## config.mk

```make
export PLATFORM = sky130hd
export DESIGN_NAME = integer_field_formatter_top
export DESIGN_NICKNAME = d
export VERILOG_FILES = /design/src/sv/iff_pkg.sv /design/src/sv/iff_digit_unit.sv /design/src/sv/integer_field_formatter_top.sv
export SDC_FILE = /design/constraint.sdc
export NUM_CORES = 1
export LEC_CHECK = 0
export ABC_AREA = 1
export BUFFER_PORTS_ARGS = -buffer_cell sky130_fd_sc_hd__buf_2
export CORE_UTILIZATION = 35
export CTS_CLUSTER_SIZE = 8
export DETAILED_ROUTE_END_ITERATION = 16
export PLACE_DENSITY_LB_ADDON = 0.25
export SETUP_SLACK_MARGIN = 0.3
export SYNTH_ARGS = -nofsm -noshare
export SYNTH_HDL_FRONTEND = slang
export SYNTH_SLANG_ARGS = --single-unit
export TNS_END_PERCENT = 20
```

## constraint.sdc

```tcl
create_clock -name clk -period 8.47 [get_ports clk]
set_input_delay 0.847 -clock clk [delete_from_list [all_inputs] [get_ports clk]]
set_output_delay 0.847 -clock clk [all_outputs]
set_load 0.05 [all_outputs]
```

## src/sv/iff_pkg.sv

```systemverilog
// Shared types and constants for the integer field formatter.
// Used by iff_digit_unit and integer_field_formatter_top; depends on nothing.
`default_nettype none

package iff_pkg;

    localparam int MAX_FIELD_WIDTH = 62;
    localparam int WIDTH_W         = 6;
    localparam int VALUE_W         = 64;
    localparam int BCD_DIGITS      = 20;
    localparam int WORK_W          = 4 * BCD_DIGITS;
    localparam int DIGIT_SLOTS     = 24;
    localparam int DIGIT_IDX_W     = 5;
    localparam int SEG_COUNT       = 7;

    localparam logic [7:0] CHAR_ZERO    = 8'h30;
    localparam logic [7:0] CHAR_SPACE   = 8'h20;
    localparam logic [7:0] CHAR_MINUS   = 8'h2D;
    localparam logic [7:0] CHAR_X_LOWER = 8'h78;
    localparam logic [7:0] CHAR_X_UPPER = 8'h58;
    localparam logic [7:0] LOWER_OFFSET = 8'h20;
    localparam logic [7:0] ALPHA_GAP    = 8'd7;

    // Output segments in emission order.
    localparam int SEG_PFX0       = 0;
    localparam int SEG_PFX1       = 1;
    localparam int SEG_SPACE_LEAD = 2;
    localparam int SEG_SIGN       = 3;
    localparam int SEG_ZERO_PAD   = 4;
    localparam int SEG_DIGITS     = 5;
    localparam int SEG_SPACE_TAIL = 6;

    typedef enum logic [2:0] {
        OP_SDEC = 3'd0,
        OP_UDEC = 3'd1,
        OP_OCT  = 3'd2,
        OP_HEXL = 3'd3,
        OP_HEXU = 3'd4
    } op_t;

    typedef enum logic [1:0] {
        DM_DEC,
        DM_OCT,
        DM_HEX
    } dig_mode_t;

    typedef struct packed {
        logic      start;
        dig_mode_t mode;
        logic      narrow;
    } dig_req_t;

    typedef struct packed {
        logic                   done;
        logic [DIGIT_IDX_W-1:0] count;
    } dig_sts_t;

endpackage

`default_nettype wire

```

## src/sv/iff_digit_unit.sv

```systemverilog
// Digit extraction unit: for decimal, shift-and-add-3 binary to BCD
// conversion; then a shifting split into digits, least significant first,
// into a small store. Depends on iff_pkg.
`default_nettype none

module iff_digit_unit (
    input  logic                           clk,
    input  logic                           rst_n,
    input  iff_pkg::dig_req_t              req,
    input  logic [iff_pkg::VALUE_W-1:0]    magnitude,
    input  logic [iff_pkg::DIGIT_IDX_W-1:0] rd_idx,
    output iff_pkg::dig_sts_t              sts,
    output logic [3:0]                     rd_digit
);
    import iff_pkg::*;

    typedef enum logic [1:0] {
        DG_IDLE,
        DG_DABBLE,
        DG_SPLIT
    } dg_state_t;

    dg_state_t              state_reg;
    dig_mode_t              mode_reg;
    logic [VALUE_W-1:0]     bin_reg;
    logic [WORK_W-1:0]      work_reg;
    logic [5:0]             iter_reg;
    logic [DIGIT_IDX_W-1:0] nd_reg;
    logic [3:0]             store_reg [DIGIT_SLOTS];

    logic [WORK_W-1:0]      adj;
    logic [WORK_W-1:0]      work_next;
    logic [3:0]             split_digit;

    always_comb
    begin
        for (int i = 0; i < BCD_DIGITS; i++)
        begin
            if (work_reg[4*i +: 4] >= 4'd5)
            begin
                adj[4*i +: 4] = work_reg[4*i +: 4] + 4'd3;
            end
            else
            begin
                adj[4*i +: 4] = work_reg[4*i +: 4];
            end
        end
    end

    always_comb
    begin
        if (mode_reg == DM_OCT)
        begin
            work_next   = work_reg >> 3;
            split_digit = {1'b0, work_reg[2:0]};
        end
        else
        begin
            work_next   = work_reg >> 4;
            split_digit = work_reg[3:0];
        end
    end

    always_ff @(posedge clk or negedge rst_n)
    begin
        if (!rst_n)
        begin
            state_reg <= DG_IDLE;
            nd_reg    <= '0;
        end
        else
        begin
            unique case (state_reg)
                DG_IDLE:
                begin
                    if (req.start)
                    begin
                        mode_reg <= req.mode;
                        nd_reg   <= '0;
                        if (req.narrow)
                        begin
                            bin_reg  <= {magnitude[31:0], 32'd0};
                            iter_reg <= 6'd31;
                        end
                        else
                        begin
                            bin_reg  <= magnitude;
                            iter_reg <= 6'd63;
                        end
                        if (req.mode == DM_DEC)
                        begin
                            work_reg  <= '0;
                            state_reg <= DG_DABBLE;
                        end
                        else
                        begin
                            work_reg  <= {{(WORK_W-VALUE_W){1'b0}}, magnitude};
                            state_reg <= DG_SPLIT;
                        end
                    end
                end
                DG_DABBLE:
                begin
                    work_reg <= {adj[WORK_W-2:0], bin_reg[VALUE_W-1]};
                    bin_reg  <= {bin_reg[VALUE_W-2:0], 1'b0};
                    iter_reg <= iter_reg - 6'd1;
                    if (iter_reg == 6'd0)
                    begin
                        state_reg <= DG_SPLIT;
                    end
                end
                DG_SPLIT:
                begin
                    store_reg[nd_reg] <= split_digit;
                    nd_reg            <= nd_reg + 1'b1;
                    work_reg          <= work_next;
                    if (work_next == '0)
                    begin
                        state_reg <= DG_IDLE;
                    end
                end
                default:
                begin
                    state_reg <= DG_IDLE;
                end
            endcase
        end
    end

    assign sts.done  = (state_reg == DG_IDLE);
    assign sts.count = nd_reg;

    always_comb
    begin
        if (rd_idx < DIGIT_IDX_W'(DIGIT_SLOTS))
        begin
            rd_digit = store_reg[rd_idx];
        end
        else
        begin
            rd_digit = '0;
        end
    end

endmodule

`default_nettype wire

```

## src/sv/integer_field_formatter_top.sv

```systemverilog
// Top level of the integer field formatter: input capture, character sequencer
// and output register. Depends on iff_pkg and iff_digit_unit.
//
// One transaction in carries an integer and a decoded printf-style spec; the
// block answers with the formatted ASCII text, one character per output
// transaction, with tlast on the final one. The input is accepted only while
// the block is idle. Digit extraction produces one digit per cycle, preceded for
// decimal by binary to BCD conversion of 32 (narrow) or 64 (wide) bits in
// the shift-and-add unit; the characters then leave at one per cycle through
// the output register while m_axis_tready does not hold them back. Items with
// an unused operation code are accepted and produce no output.
`default_nettype none

module integer_field_formatter_top (
    input  logic        clk,
    input  logic        rst_n,
    input  logic        s_axis_tvalid,
    output logic        s_axis_tready,
    // value[63:0], left_justify[64], zero_pad[65], alternate[66],
    // field_width[72:67], zeros above
    input  logic [79:0] s_axis_tdata,
    // operation[2:0], wide[3]
    input  logic [3:0]  s_axis_tuser,
    output logic        m_axis_tvalid,
    input  logic        m_axis_tready,
    // out_char[7:0]
    output logic [7:0]  m_axis_tdata,
    output logic        m_axis_tlast
);
    import iff_pkg::*;

    typedef enum logic [1:0] {
        T_IDLE,
        T_WAIT,
        T_EMIT
    } top_state_t;

    top_state_t           state_reg;
    op_t                  op_reg;
    logic                 left_reg;
    logic                 zpad_reg;
    logic                 alt_reg;
    logic                 minus_reg;
    logic [WIDTH_W-1:0]   width_reg;
    logic [SEG_COUNT-1:0] seg_reg;
    logic [WIDTH_W-1:0]   count_reg;
    logic                 out_valid_reg;
    logic [7:0]           out_char_reg;
    logic                 out_last_reg;

    logic                 accept;
    logic [2:0]           in_op;
    logic                 in_wide;
    logic [VALUE_W-1:0]   in_value;
    logic [WIDTH_W-1:0]   in_width;
    logic [VALUE_W-1:0]   ext_value;
    logic                 in_minus;
    logic [VALUE_W-1:0]   magnitude;
    dig_req_t             dig_req;
    dig_sts_t             dig_sts;
    logic [3:0]           rd_digit;
    logic [DIGIT_IDX_W-1:0] rd_idx;

    logic [WIDTH_W-1:0]   len;
    logic [WIDTH_W-1:0]   pad;
    logic [SEG_COUNT-1:0] seg_mask;
    logic [SEG_COUNT-1:0] first_seg;
    logic [SEG_COUNT-1:0] above;
    logic [SEG_COUNT-1:0] seg_next;
    logic                 is_upper;
    logic                 slot_free;
    logic                 load_out;
    logic                 seg_done;
    logic                 char_last;
    logic [7:0]           digit_char;
    logic [7:0]           char_next;

    function automatic logic [WIDTH_W-1:0] seg_count(
        input logic [SEG_COUNT-1:0] seg,
        input logic [WIDTH_W-1:0]   pad_len,
        input logic [DIGIT_IDX_W-1:0] nd
    );
        logic [WIDTH_W-1:0] cnt;
        begin
            if (seg[SEG_SPACE_LEAD] || seg[SEG_ZERO_PAD] || seg[SEG_SPACE_TAIL])
            begin
                cnt = pad_len;
            end
            else if (seg[SEG_DIGITS])
            begin
                cnt = {1'b0, nd};
            end
            else
            begin
                cnt = WIDTH_W'(1);
            end
            return cnt;
        end
    endfunction

    assign in_value = s_axis_tdata[63:0];
    assign in_width = s_axis_tdata[72:67];
    assign in_op    = s_axis_tuser[2:0];
    assign in_wide  = s_axis_tuser[3];

    assign s_axis_tready = (state_reg == T_IDLE);
    assign accept        = s_axis_tvalid && s_axis_tready;

    always_comb
    begin
        if (in_wide)
        begin
            ext_value = in_value;
        end
        else if (in_op == OP_SDEC)
        begin
            ext_value = {{32{in_value[31]}}, in_value[31:0]};
        end
        else
        begin
            ext_value = {32'd0, in_value[31:0]};
        end
        in_minus  = (in_op == OP_SDEC) && ext_value[VALUE_W-1];
        magnitude = in_minus ? (~ext_value + 64'd1) : ext_value;
    end

    always_comb
    begin
        dig_req.start  = accept && (in_op <= OP_HEXU);
        dig_req.narrow = !in_wide;
        case (in_op)
            OP_OCT:           dig_req.mode = DM_OCT;
            OP_HEXL, OP_HEXU: dig_req.mode = DM_HEX;
            default:          dig_req.mode = DM_DEC;
        endcase
    end

    iff_digit_unit u_digits (
        .clk       (clk),
        .rst_n     (rst_n),
        .req       (dig_req),
        .magnitude (magnitude),
        .rd_idx    (rd_idx),
        .sts       (dig_sts),
        .rd_digit  (rd_digit)
    );

    assign rd_idx   = count_reg[DIGIT_IDX_W-1:0] - 1'b1;
    assign is_upper = (op_reg == OP_HEXU);

    always_comb
    begin
        len = {1'b0, dig_sts.count} + {{(WIDTH_W-1){1'b0}}, minus_reg};
        pad = (width_reg > len) ? (width_reg - len) : '0;

        seg_mask[SEG_PFX0]       = alt_reg && (op_reg == OP_OCT || op_reg == OP_HEXL ||
                                               op_reg == OP_HEXU);
        seg_mask[SEG_PFX1]       = alt_reg && (op_reg == OP_HEXL || op_reg == OP_HEXU);
        seg_mask[SEG_SPACE_LEAD] = !left_reg && !zpad_reg && (pad != '0);
        seg_mask[SEG_SIGN]       = minus_reg;
        seg_mask[SEG_ZERO_PAD]   = !left_reg && zpad_reg && (pad != '0);
        seg_mask[SEG_DIGITS]     = 1'b1;
        seg_mask[SEG_SPACE_TAIL] = left_reg && (pad != '0);

        first_seg = seg_mask & (~seg_mask + 1'b1);
        above     = seg_mask & ~(seg_reg | (seg_reg - 1'b1));
        seg_next  = above & (~above + 1'b1);
        seg_done  = (count_reg == WIDTH_W'(1));
        char_last = seg_done && (above == '0);
    end

    always_comb
    begin
        if (rd_digit < 4'd10)
        begin
            digit_char = CHAR_ZERO + {4'd0, rd_digit};
        end
        else if (is_upper)
        begin
            digit_char = CHAR_ZERO + {4'd0, rd_digit} + ALPHA_GAP;
        end
        else
        begin
            digit_char = CHAR_ZERO + {4'd0, rd_digit} + ALPHA_GAP + LOWER_OFFSET;
        end

        if (seg_reg[SEG_PFX0] || seg_reg[SEG_ZERO_PAD])
        begin
            char_next = CHAR_ZERO;
        end
        else if (seg_reg[SEG_PFX1])
        begin
            char_next = is_upper ? CHAR_X_UPPER : CHAR_X_LOWER;
        end
        else if (seg_reg[SEG_SIGN])
        begin
            char_next = CHAR_MINUS;
        end
        else if (seg_reg[SEG_DIGITS])
        begin
            char_next = digit_char;
        end
        else
        begin
            char_next = CHAR_SPACE;
        end
    end

    assign slot_free = !out_valid_reg || m_axis_tready;
    assign load_out  = (state_reg == T_EMIT) && slot_free;

    always_ff @(posedge clk or negedge rst_n)
    begin
        if (!rst_n)
        begin
            state_reg     <= T_IDLE;
            out_valid_reg <= 1'b0;
            seg_reg       <= '0;
            count_reg     <= '0;
        end
        else
        begin
            if (out_valid_reg && m_axis_tready && !load_out)
            begin
                out_valid_reg <= 1'b0;
            end

            unique case (state_reg)
                T_IDLE:
                begin
                    if (dig_req.start)
                    begin
                        op_reg    <= op_t'(in_op);
                        left_reg  <= s_axis_tdata[64];
                        zpad_reg  <= s_axis_tdata[65];
                        alt_reg   <= s_axis_tdata[66];
                        minus_reg <= in_minus;
                        width_reg <= (in_width > WIDTH_W'(MAX_FIELD_WIDTH)) ?
                                     WIDTH_W'(MAX_FIELD_WIDTH) : in_width;
                        state_reg <= T_WAIT;
                    end
                end
                T_WAIT:
                begin
                    if (dig_sts.done)
                    begin
                        seg_reg   <= first_seg;
                        count_reg <= seg_count(first_seg, pad, dig_sts.count);
                        state_reg <= T_EMIT;
                    end
                end
                T_EMIT:
                begin
                    if (slot_free)
                    begin
                        out_valid_reg <= 1'b1;
                        out_char_reg  <= char_next;
                        out_last_reg  <= char_last;
                        if (char_last)
                        begin
                            state_reg <= T_IDLE;
                        end
                        else if (seg_done)
                        begin
                            seg_reg   <= seg_next;
                            count_reg <= seg_count(seg_next, pad, dig_sts.count);
                        end
                        else
                        begin
                            count_reg <= count_reg - 1'b1;
                        end
                    end
                end
                default:
                begin
                    state_reg <= T_IDLE;
                end
            endcase
        end
    end

    assign m_axis_tvalid = out_valid_reg;
    assign m_axis_tdata  = out_char_reg;
    assign m_axis_tlast  = out_last_reg;

endmodule

`default_nettype wire
```

# ---- Word level (Yosys, flattened, before mapping)
# Memories as Yosys holds them, arrays and structs flattened.
# Cells that the tools add are included.
dict set report totals {
  regBits 197
  mem_bits_rw 96
  in_bits 88
  out_inout_bits 11
  elab_cells 231
  mem_count 1
}
# memory depth word_bits read_ports rd_ports_with_merged_regs write_ports line_no
set memory_table {}
lappend memory_table {u_digits.store_reg 24 4 1 0 1 iff_digit_unit.sv:29} ;# logic [3:0] store_reg [DIGIT_SLOTS];
dict set report op_classes {
  add_sub_neg 33
  magnitude_cmp 25
  eq_ne 21
  n_mux 74
  n_bitwise 8
  reduce_logical 51
}
# op count
set op_table {}
lappend op_table {{64-bit two-way mux} 6}
lappend op_table {{80-bit one-hot mux with 3 select lines} 1}
lappend op_table {{64-bit one-hot mux with 2 select lines} 1}
lappend op_table {{4-bit two-way mux} 21}
lappend op_table {{4-bit by 3-bit >= comparator with 1-bit output (second input constant)} 20}
lappend op_table {{80-bit logical NOT} 1}
lappend op_table {{80-bit two-way mux} 1}
lappend op_table {{77-bit two-way mux} 1}
lappend op_table {{4-bit by 2-bit adder with 4-bit output (second input constant)} 19}
lappend op_table {{64-bit by 1-bit adder with 64-bit output (second input constant)} 1}
lappend op_table {{64-bit NOT} 1}
lappend op_table {{6-bit two-way mux} 10}
lappend op_table {{8-bit two-way mux} 5}
lappend op_table {{7-bit two-way mux} 4}
lappend op_table {{6-bit one-hot mux with 2 select lines} 2}
lappend op_table {{7-bit bitwise AND} 3}
lappend op_table {{7-bit NOT} 3}
lappend op_table {{3-bit AND reduction} 6}
lappend op_table {{2-bit two-way mux} 8}
lappend op_table {{1-bit logical AND} 15}
lappend op_table {{5-bit two-way mux} 3}
lappend op_table {{7-bit by 1-bit adder with 7-bit output (second input constant)} 2}
lappend op_table {{7-bit one-hot mux with 2 select lines} 1}
lappend op_table {{3-bit by 2-bit == test with 1-bit output (second input constant)} 4}
lappend op_table {{other kinds (40)} 73}

# ---- Logic depth before layout (Yosys ltp)
# Gate-level depths: netlist of run 1.
dict set report logic_depth {
  ltp_word 16
  depth_mapped 24
  ltp_nobuf 23
}

# ---- Cells and area by module
# From an unflattened synthesis of run 1, not the netlist that was laid out.
dict set report hier_totals {
  hier_cells 2387
  hier_area_um2 19087.1
}
# module n_inst cells_per_inst area_per_inst_um2 seq_area_each_um2
set modules_own_cells {}
lappend modules_own_cells {iff_digit_unit 1 1635 14358.8 7622.3}
lappend modules_own_cells {integer_field_formatter_top 1 752 4728.3 1061.0}

# ---- Least setup slack after synthesis of run 1
# Ideal clock, no wire load.
dict set report synth_timing {
  kind {in2reg}
  start {input port s_axis_tuser[0]}
  end {register u_digits.work_reg[0], enable pin}
  setup_ns 0.617
  arrival_ns 6.785
  path_slack_ns 1.069
  stages 5
  path_buffers 0
  cell_sequence {nor2_1 -> nor2_1 -> nor4_1 -> nor2_1 -> nor3_1}
}
dict set report synth_via {
  elab_chain_len 4
}
# element line_no
set synth_lines {}
lappend synth_lines {{start: declaration} integer_field_formatter_top.sv:23} ;# input logic [3:0] s_axis_tuser,
lappend synth_lines {{3-bit less-or-equal comparator} integer_field_formatter_top.sv:129} ;# dig_req.start = accept && (in_op <= OP_HEXU);
lappend synth_lines {{1-bit logical AND} integer_field_formatter_top.sv:129}
lappend synth_lines {{2-bit inequality test (no line)} --}
lappend synth_lines {{3-bit AND reduction (no line)} --}
lappend synth_lines {{end signal: assignment} iff_digit_unit.sv:97} ;# work_reg <= {{(WORK_W-VALUE_W){1'b0}}, magnitude};
lappend synth_lines {{end signal: assignment} iff_digit_unit.sv:104} ;# work_reg <= {adj[WORK_W-2:0], bin_reg[VALUE_W-1]};
lappend synth_lines {{end signal: assignment} iff_digit_unit.sv:116} ;# work_reg <= work_next;
lappend synth_lines {{end: declaration} iff_digit_unit.sv:26} ;# logic [WORK_W-1:0] work_reg;
# Every way passes these cells.
# A chain may end at the register's enable or synchronous reset.

# ---- Worst setup path in the final report of run 1
dict set report layout_timing {
  start {input port s_axis_tuser[3]}
  end {register u_digits.bin_reg[33], data pin}
}
dict set report layout_via {
  elab_chain_len 7
}
# element line_no
set layout_lines {}
lappend layout_lines {{64-bit two-way mux} integer_field_formatter_top.sv:111} ;# if (in_wide)
lappend layout_lines {{64-bit NOT} integer_field_formatter_top.sv:124} ;# magnitude = in_minus ? (~ext_value + 64'd1) : ext_value;
lappend layout_lines {{64-bit by 1-bit adder with 64-bit output} integer_field_formatter_top.sv:124}
lappend layout_lines {{64-bit two-way mux} integer_field_formatter_top.sv:124}
lappend layout_lines {{64-bit two-way mux (*)} iff_digit_unit.sv:80} ;# if (req.narrow)
lappend layout_lines {{64-bit two-way mux (*)} iff_digit_unit.sv:76} ;# if (req.start)
lappend layout_lines {{64-bit one-hot mux with 2 select lines (*)} iff_digit_unit.sv:73} ;# unique case (state_reg)
lappend layout_lines {{end signal: assignment} iff_digit_unit.sv:82} ;# bin_reg <= {magnitude[31:0], 32'd0};
lappend layout_lines {{end signal: assignment} iff_digit_unit.sv:87} ;# bin_reg <= magnitude;
lappend layout_lines {{end signal: assignment} iff_digit_unit.sv:105} ;# bin_reg <= {bin_reg[VALUE_W-2:0], 1'b0};
lappend layout_lines {{end: declaration} iff_digit_unit.sv:25} ;# logic [VALUE_W-1:0] bin_reg;
# Mark *: on every way between the ends. The rest lies on a longest branch, timed or not. The select of a mux whose other input is x is not followed.

==> impl_metrics.yaml, run 1 <==
setup_path:
  critical_path_arrival_ns: 5.27
  cp-end-kind: "register"
  crit_chain: "buf_2 -> buf_4 -> inv_2 -> nand4_2 -> inv_2 -> a21oi_1 -> nor2_4 -> inv_2 -> o21ai_0 -> nand2_1 -> nand3_1 -> nand2_1"
  start_kind: "input pin"
  max_stage_delay_ns: 0.87
  cp_slowest_cell: "o21ai_0"
  crit_fanout: 53
  critPathKind: "in -> reg"
  crit_required_ns: 8.79
  crit_top_cell: "inv_2"
layout:
  largest_register_ffs: 96
  n_antenna_cell: 0
  final_common_cell: "nand2_1"
  syn_to_final_growth_pct: 11.6
  fillCellCount: 5673
  layout.nets: 2656
  fin_area_um2: 21800
  final_cell_mix: "nand2_1 (626), inv_1 (275), edfxtp_1 (270)"
  drive_gt1_share_pct: 9.98
cts:
  clkTransAtPathRegs_ns: 0.05
  post_cts_buffers: 0
  cts_resized: 0
  cts_made_buffers: 42
  htree_levels: 2
  clockRootBuffer: "clkbuf_16"
  cts_hold_buf: 0
  cts_buffer_depth: 3
  cts_tree: "built"
  clock_latency_ns: 0.57
  cts.sink_count: 293
global_routing:
  grt_first_pass_wirelength_um: 93800
  antenna_found_initial: 0
  grt.total_usage_pct: 21.3
  first_global_vias: 16600
  met3_usage_pct: 3.05
  grt_max_degree: 119
  grtUsageMet2_pct: 35.9
  grt.busiest_layer: "met2"
  overflow: 0
  met1_usage_pct: 27.0
sta:
  period_needed_ns: 4.95
  fin_ws_ns: 3.52
  maxSlewHeadroom_pct: 20.3
  clock_skew_ns: 0.0189
  final-hold-violation-count: 0
  finalSetupViolCount: 0
  slew_violations: 0
  rsz0062_at_grt: "false"
  fmax_mhz: 202
  final.setup.tns_ns: 0
  worst_pin_slew_ns: 1.19
  period_share_pct: 58.4
power:
  p_seq_share_pct: 33.6
  p_int_mw: 3.89
  ir_drop_v: 0.000164
  p_per_area_nw_per_um2: 316
  power_mw: 6.89
  comb_power_share_pct: 44.1
  switching_share_pct: 43.5
  p_leak_nw: 9.00
  clkPwrFrac_pct: 22.3
  switchingPower_mw: 3.00
die:
  num_rows: 86
  fp.dieH_um: 238
  dieArea_um2: 56700
  ios: 99
  die_w_um: 238
  core_area_um2: 55100
  initial_core_util_pct: 35.4
placed_design:
  preCtsSetupSlack_ns: 2.95
  placed_area_um2: 20600
  dpl.hpwl_um: 44100
  gp_congestion: 0.951
  port_buffers: 91
synthesis:
  synth-seq-area-share_pct: 44.5
  synth.avg_cell_area_um2: 7.97
  synth_edf_count: 270
  yosys_warnings: 0
  synthesis.area_um2: 19500
  synthesis.nets: 2603
  synth_area_leaders: "edfxtp_1 (42%), nand2_1 (12%), o21ai_0 (6.2%), inv_1 (5.3%), nor2_1 (4.3%)"
  synth_top_cell_area_share_pct: 41.5
  synth_ff_type: "edfxtp_1"
  yosysTopAreaCell: "edfxtp_1"
  yosysUniqueCellTypes: 66
  synthArstFlopShare_pct: 7.85
  ys_seq_elements: 293
  syn_inst: 2451
job:
  drv_cap: 0
routing:
  wl_per_cell_um: 18.6
  routed_wl_um: 60700
  vias: 17200
  drc: 0
  drt_iter0_markers: 1458
  viasPerCell: 5.28
  antenna_left: 0
  dr.pass1.iters: 7
min_path:
  worstHoldPathType: "in -> async"
run_status:
  status: "finished clean"
==> final cells by class <==
class | instances | area [um2] | share of cell area (%)
Clock buffer | 53 | 1090 | 5.01
Clock inverter | 3 | 58.8 | 0.270
Timing Repair Buffer | 108 | 583 | 2.68
Sequential cell | 293 | 8680 | 39.8
Inverter | 290 | 1090 | 5.00
Multi-Input combinational cell | 1769 | 9350 | 42.9
Tap cell | 748 | 936 | 4.29
==> routing by layer <==
metal,up-vias,part of all wire [%],routed length [um]
li1,8398,-,-
met1,8121,42,25800
met2,580,47,28700
met3,134,5.7,3440
met4,0,4.7,2830
met5,-,0,0
==> path summary, 6_finish.rpt <==
kind | start | end | slack (ns) | cells past startpoint
setup / recovery | s_axis_tuser[3] | u_digits.bin_reg[33]$_DFFE_PP_ | 3.52 | 12
hold / removal | rst_n | m_axis_tvalid$_DFF_PN0_ | 0.28 | 1
setup reg to reg | count_reg[0]$_DFFE_PN0P_ | m_axis_tdata[6]$_SDFFCE_PP0P_ | 4.12 | 17
hold reg to reg | u_digits.bin_reg[60]$_DFFE_PP_ | u_digits.bin_reg[61]$_DFFE_PP_ | 0.52 | 2
max in group asynchronous | rst_n | state_reg[0]$_DFFE_PN0P_ | 7.79 | 1
min in group clk | s_axis_tdata[66] | alt_reg$_DFFE_PP_ | 0.45 | 1
==> worst max-delay path, delay by kind of cell <==
family / cells / cell delay (ns)
AND/OR/NAND/NOR: 5 / 1.54
AO/OA/AOI/OAI: 2 / 1.02
buffers and inverters: 5 / 1.78
==> metrics by stage <==
step | cells | util (%) | hold WS, ns
CTS | 3264 | 39.6 | 0.274
finish | 3264 | 39.6 | 0.285
global route | 3264 | 39.6 | 0.308
global placement | 3208 | 37.5 | 0.502
floorplan | 2451 | - | 0.488
detailed placement | 3208 | 37.5 | 0.509
==> power groups by stage <==
stage / registers [mW] / logic [mW] / clock network (mW)
3_3_place_gp: 2.32 / 2.97 / 0
2_1_floorplan: 2.34 / 2.19 / 0
5_1_grt: 2.35 / 3.42 / 1.63
4_1_cts: 2.31 / 3.04 / 1.57
3_5_place_dp: 2.33 / 3.03 / 0
6_report: 2.31 / 3.04 / 1.54
==> cells by family (layout without fill, tap and decap cells) <==
logic type               after synthesis  count (layout)  synth area share, %
AO/OA/AOI/OAI                        512             512                 15.5
AND/OR/NAND/NOR                     1125            1125                 25.0
XOR/XNOR                              68              68                 3.13
adder cells (fa/ha/maj)               64              64                 4.14
flip-flops                           293             293                 44.5
buffers and inverters                389             454                 7.82
==> Yosys cell counts (12+ instances only) <==
master / instances
clkbuf_1: 59
o22ai_1: 15
o221ai_1: 30
xor2_1: 55
o21ai_1: 14
nor2_1: 223
nand2_2: 14
o21bai_1: 17
edfxtp_1: 270
nor3_1: 29
nand4_1: 33
o21ai_0: 241
inv_1: 276
nor4_1: 15
a21oi_1: 109
dfrtp_1: 23
nand3_1: 127
nand2_1: 628
inv_2: 12
o211ai_1: 19
buf_2: 26
ha_1: 63
No activity file was read; power rests on OpenSTA's default activity.
==> run 2, diff against run 1 <==
==> constraint.sdc (replaced) <==
create_clock -name clk -period 4.5 [get_ports clk]
set_input_delay 0.45 -clock clk [delete_from_list [all_inputs] [get_ports clk]]
set_output_delay 0.45 -clock clk [all_outputs]
set_load 0.05 [all_outputs]
==> run 2 against run 1 <==
  * Non-clock buffer count is 18 higher
  * First-iteration DRC count is 20% higher
  * Clock power is 94% higher
  * Global-route usage is 0.45 points higher
  * Critical endpoint is now m_axis_tdata[6]$_SDFFCE_PP0P_
  * Hold slack worse by 0.24 ns
  * Sequential cell count stayed put
  * Critical path type is now reg -> reg
  * Register-to-register slack worse by 3.4 ns
  * Critical path depth is 3 higher
  * Die area stayed put
  * Count of clock-buffer cells in the layout is 8 higher
  * Sequential share of layout area is 0.34 points lower
  * Sequential power is 89% higher
  * Largest power group unchanged
==> impl_metrics.yaml, run 2 (same netlist as run 1, synthesis figures left out) <==
setup_path:
  critical_path_arrival_ns: 4.12
  crit_required_ns: 4.80
  critPathKind: "reg -> reg"
  regToRegEndpoint: "m_axis_tdata[6]$_SDFFCE_PP0P_"
  r2r_slack_ns: 0.68
  r2r-start: "count_reg[0]$_DFFE_PN0P_"
  start_kind: "register"
  reg2regPathDepth: 15
  cp-end-kind: "register"
  crit_fanout: 33
global_routing:
  grt.total_usage_pct: 21.7
  grt_first_pass_wirelength_um: 95800
  first_global_vias: 16700
  overflow: 0
  antenna_found_initial: 0
  grt_max_degree: 76
sta:
  final.setup.tns_ns: 0
  clock_skew_ns: 0.0252
  period_needed_ns: 3.82
  rsz0062_at_grt: "false"
  whs_ns: 0.0470
  maxSlewHeadroom_pct: 20.3
  finalSetupViolCount: 0
  period_share_pct: 84.9
  fin_ws_ns: 0.680
  slew_violations: 0
  worst_pin_slew_ns: 1.19
  final-hold-violation-count: 0
  fmax_mhz: 262
layout:
  largest_register_ffs: 96
  final_common_cell: "nand2_1"
  drive_gt1_share_pct: 10.6
  syn_to_final_growth_pct: 12.6
  layout.nets: 2675
  fillCellCount: 5696
  seqCellArea_um2: 8680
  final_cells: 3292
  final_cell_mix: "nand2_1 (627), inv_1 (276), edfxtp_1 (270)"
  n_antenna_cell: 0
  multiInputGateArea_um2: 9350
die:
  core_area_um2: 55100
  initial_core_util_pct: 35.4
  num_rows: 86
  dieArea_um2: 56700
  ios: 99
  die_w_um: 238
  fp.dieH_um: 238
cts:
  cts_buffer_depth: 3
  clkTransAtPathRegs_ns: 0.06
  clockRootBuffer: "clkbuf_16"
  cts.sink_count: 293
  cts_tree: "built"
  cts_made_buffers: 43
  clock_latency_ns: 0.57
  cts_resized: 0
  htree_levels: 2
power:
  p_per_area_nw_per_um2: 601
  ir_drop_v: 0.000358
  p_leak_nw: 9.11
routing:
  antenna_left: 0
  drt_iter0_markers: 1749
  wl_per_cell_um: 18.8
  routed_wl_um: 61900
  dr.pass1.iters: 5
  vias: 17500
  viasPerCell: 5.33
  drc: 0
placed_design:
  preCtsSetupSlack_ns: 0.733
  dpl.hpwl_um: 45100
  port_buffers: 91
  dpl.cell_count: 3225
  gp_congestion: 0.921
min_path:
  holdPathEnd: "zpad_reg$_DFFE_PP_"
  holdCritStartpoint: "s_axis_tdata[65]"
  hold_depth: 1
  worstHoldPathType: "in -> reg"
run_status:
  status: "finished clean"
job:
  drv_cap: 0
[run 2: how the worst max path moves through the flow]
stage                                            from                           endpoint  slack [ns]  depth (start not counted)
finish                       count_reg[0]$_DFFE_PN0P_      m_axis_tdata[6]$_SDFFCE_PP0P_        0.68                         15
global route                 count_reg[0]$_DFFE_PN0P_      m_axis_tdata[6]$_SDFFCE_PP0P_        0.44                         16
CTS                          count_reg[0]$_DFFE_PN0P_      m_axis_tdata[6]$_SDFFCE_PP0P_        0.68                         15
detailed placement           count_reg[0]$_DFFE_PN0P_      m_axis_tdata[6]$_SDFFCE_PP0P_        0.73                         15
global placement             count_reg[0]$_DFFE_PN0P_      m_axis_tdata[6]$_SDFFCE_PP0P_        0.76                         14
floorplan           u_digits.state_reg[1]$_DFFE_PN0P_  u_digits.bin_reg[0]$_SDFFCE_PP0P_        0.07                          6
[run 2: through the flow]
step	utilization (%)	total power, mW	cell area [um2]
after floorplan	-	8.48	19500
after global placement	37.7	10.1	20800
after detailed placement	37.7	10.2	20800
after CTS	39.9	13.2	22000
after global routing	39.9	14.1	22000
final	39.9	13.2	22000
[run 2: worst max-delay path, stage by stage (launching register included)]
cell and delay, ns:
dfrtp_1 0.38, inv_2 0.27, buf_4 0.40, nand3_2 0.17, xor2_2 0.40, inv_1 0.24, a221oi_1 0.23, o21ai_0 0.23
nand2_1 0.19, ha_1 0.18, inv_1 0.04, nor2_1 0.17, nor2_1 0.10, ha_1 0.30, a21oi_1 0.15, a21oi_1 0.08
[run 2: metal layers]
metal / track usage [%] / vias to the layer above / routed length (um)
li1: - / 8446 / -
met1: 29.5 / 8310 / 27200
met2: 34.7 / 690 / 28200
met3: 3.88 / 101 / 4630
met4: 7.63 / 0 / 1790
met5: 0 / - / 0
[run 2: what timing repair did]
item,in CTS,in global routing
endpoints found under the hold margin,23,0
hold buffers,1,0
setup buffers,0,0
[run 2: final cells by class]
type / count / share of cell area (%)
clock inverter: 5 / 0.182
multi-input combinational: 1769 / 42.6
clock buffer: 61 / 5.20
tap: 748 / 4.26
inverter: 290 / 4.96
timing repair buffer: 126 / 3.34
sequential: 293 / 39.5
[run 2: where the power goes]
group          leakage, nW  internal [mW]  total (mW)  switching (mW)
Clock                0.573           1.75        2.98            1.23
Sequential            2.80           3.91        4.37           0.460
Combinational         5.74           1.76        5.87            4.11
Total                 9.11           7.41        13.2            5.80
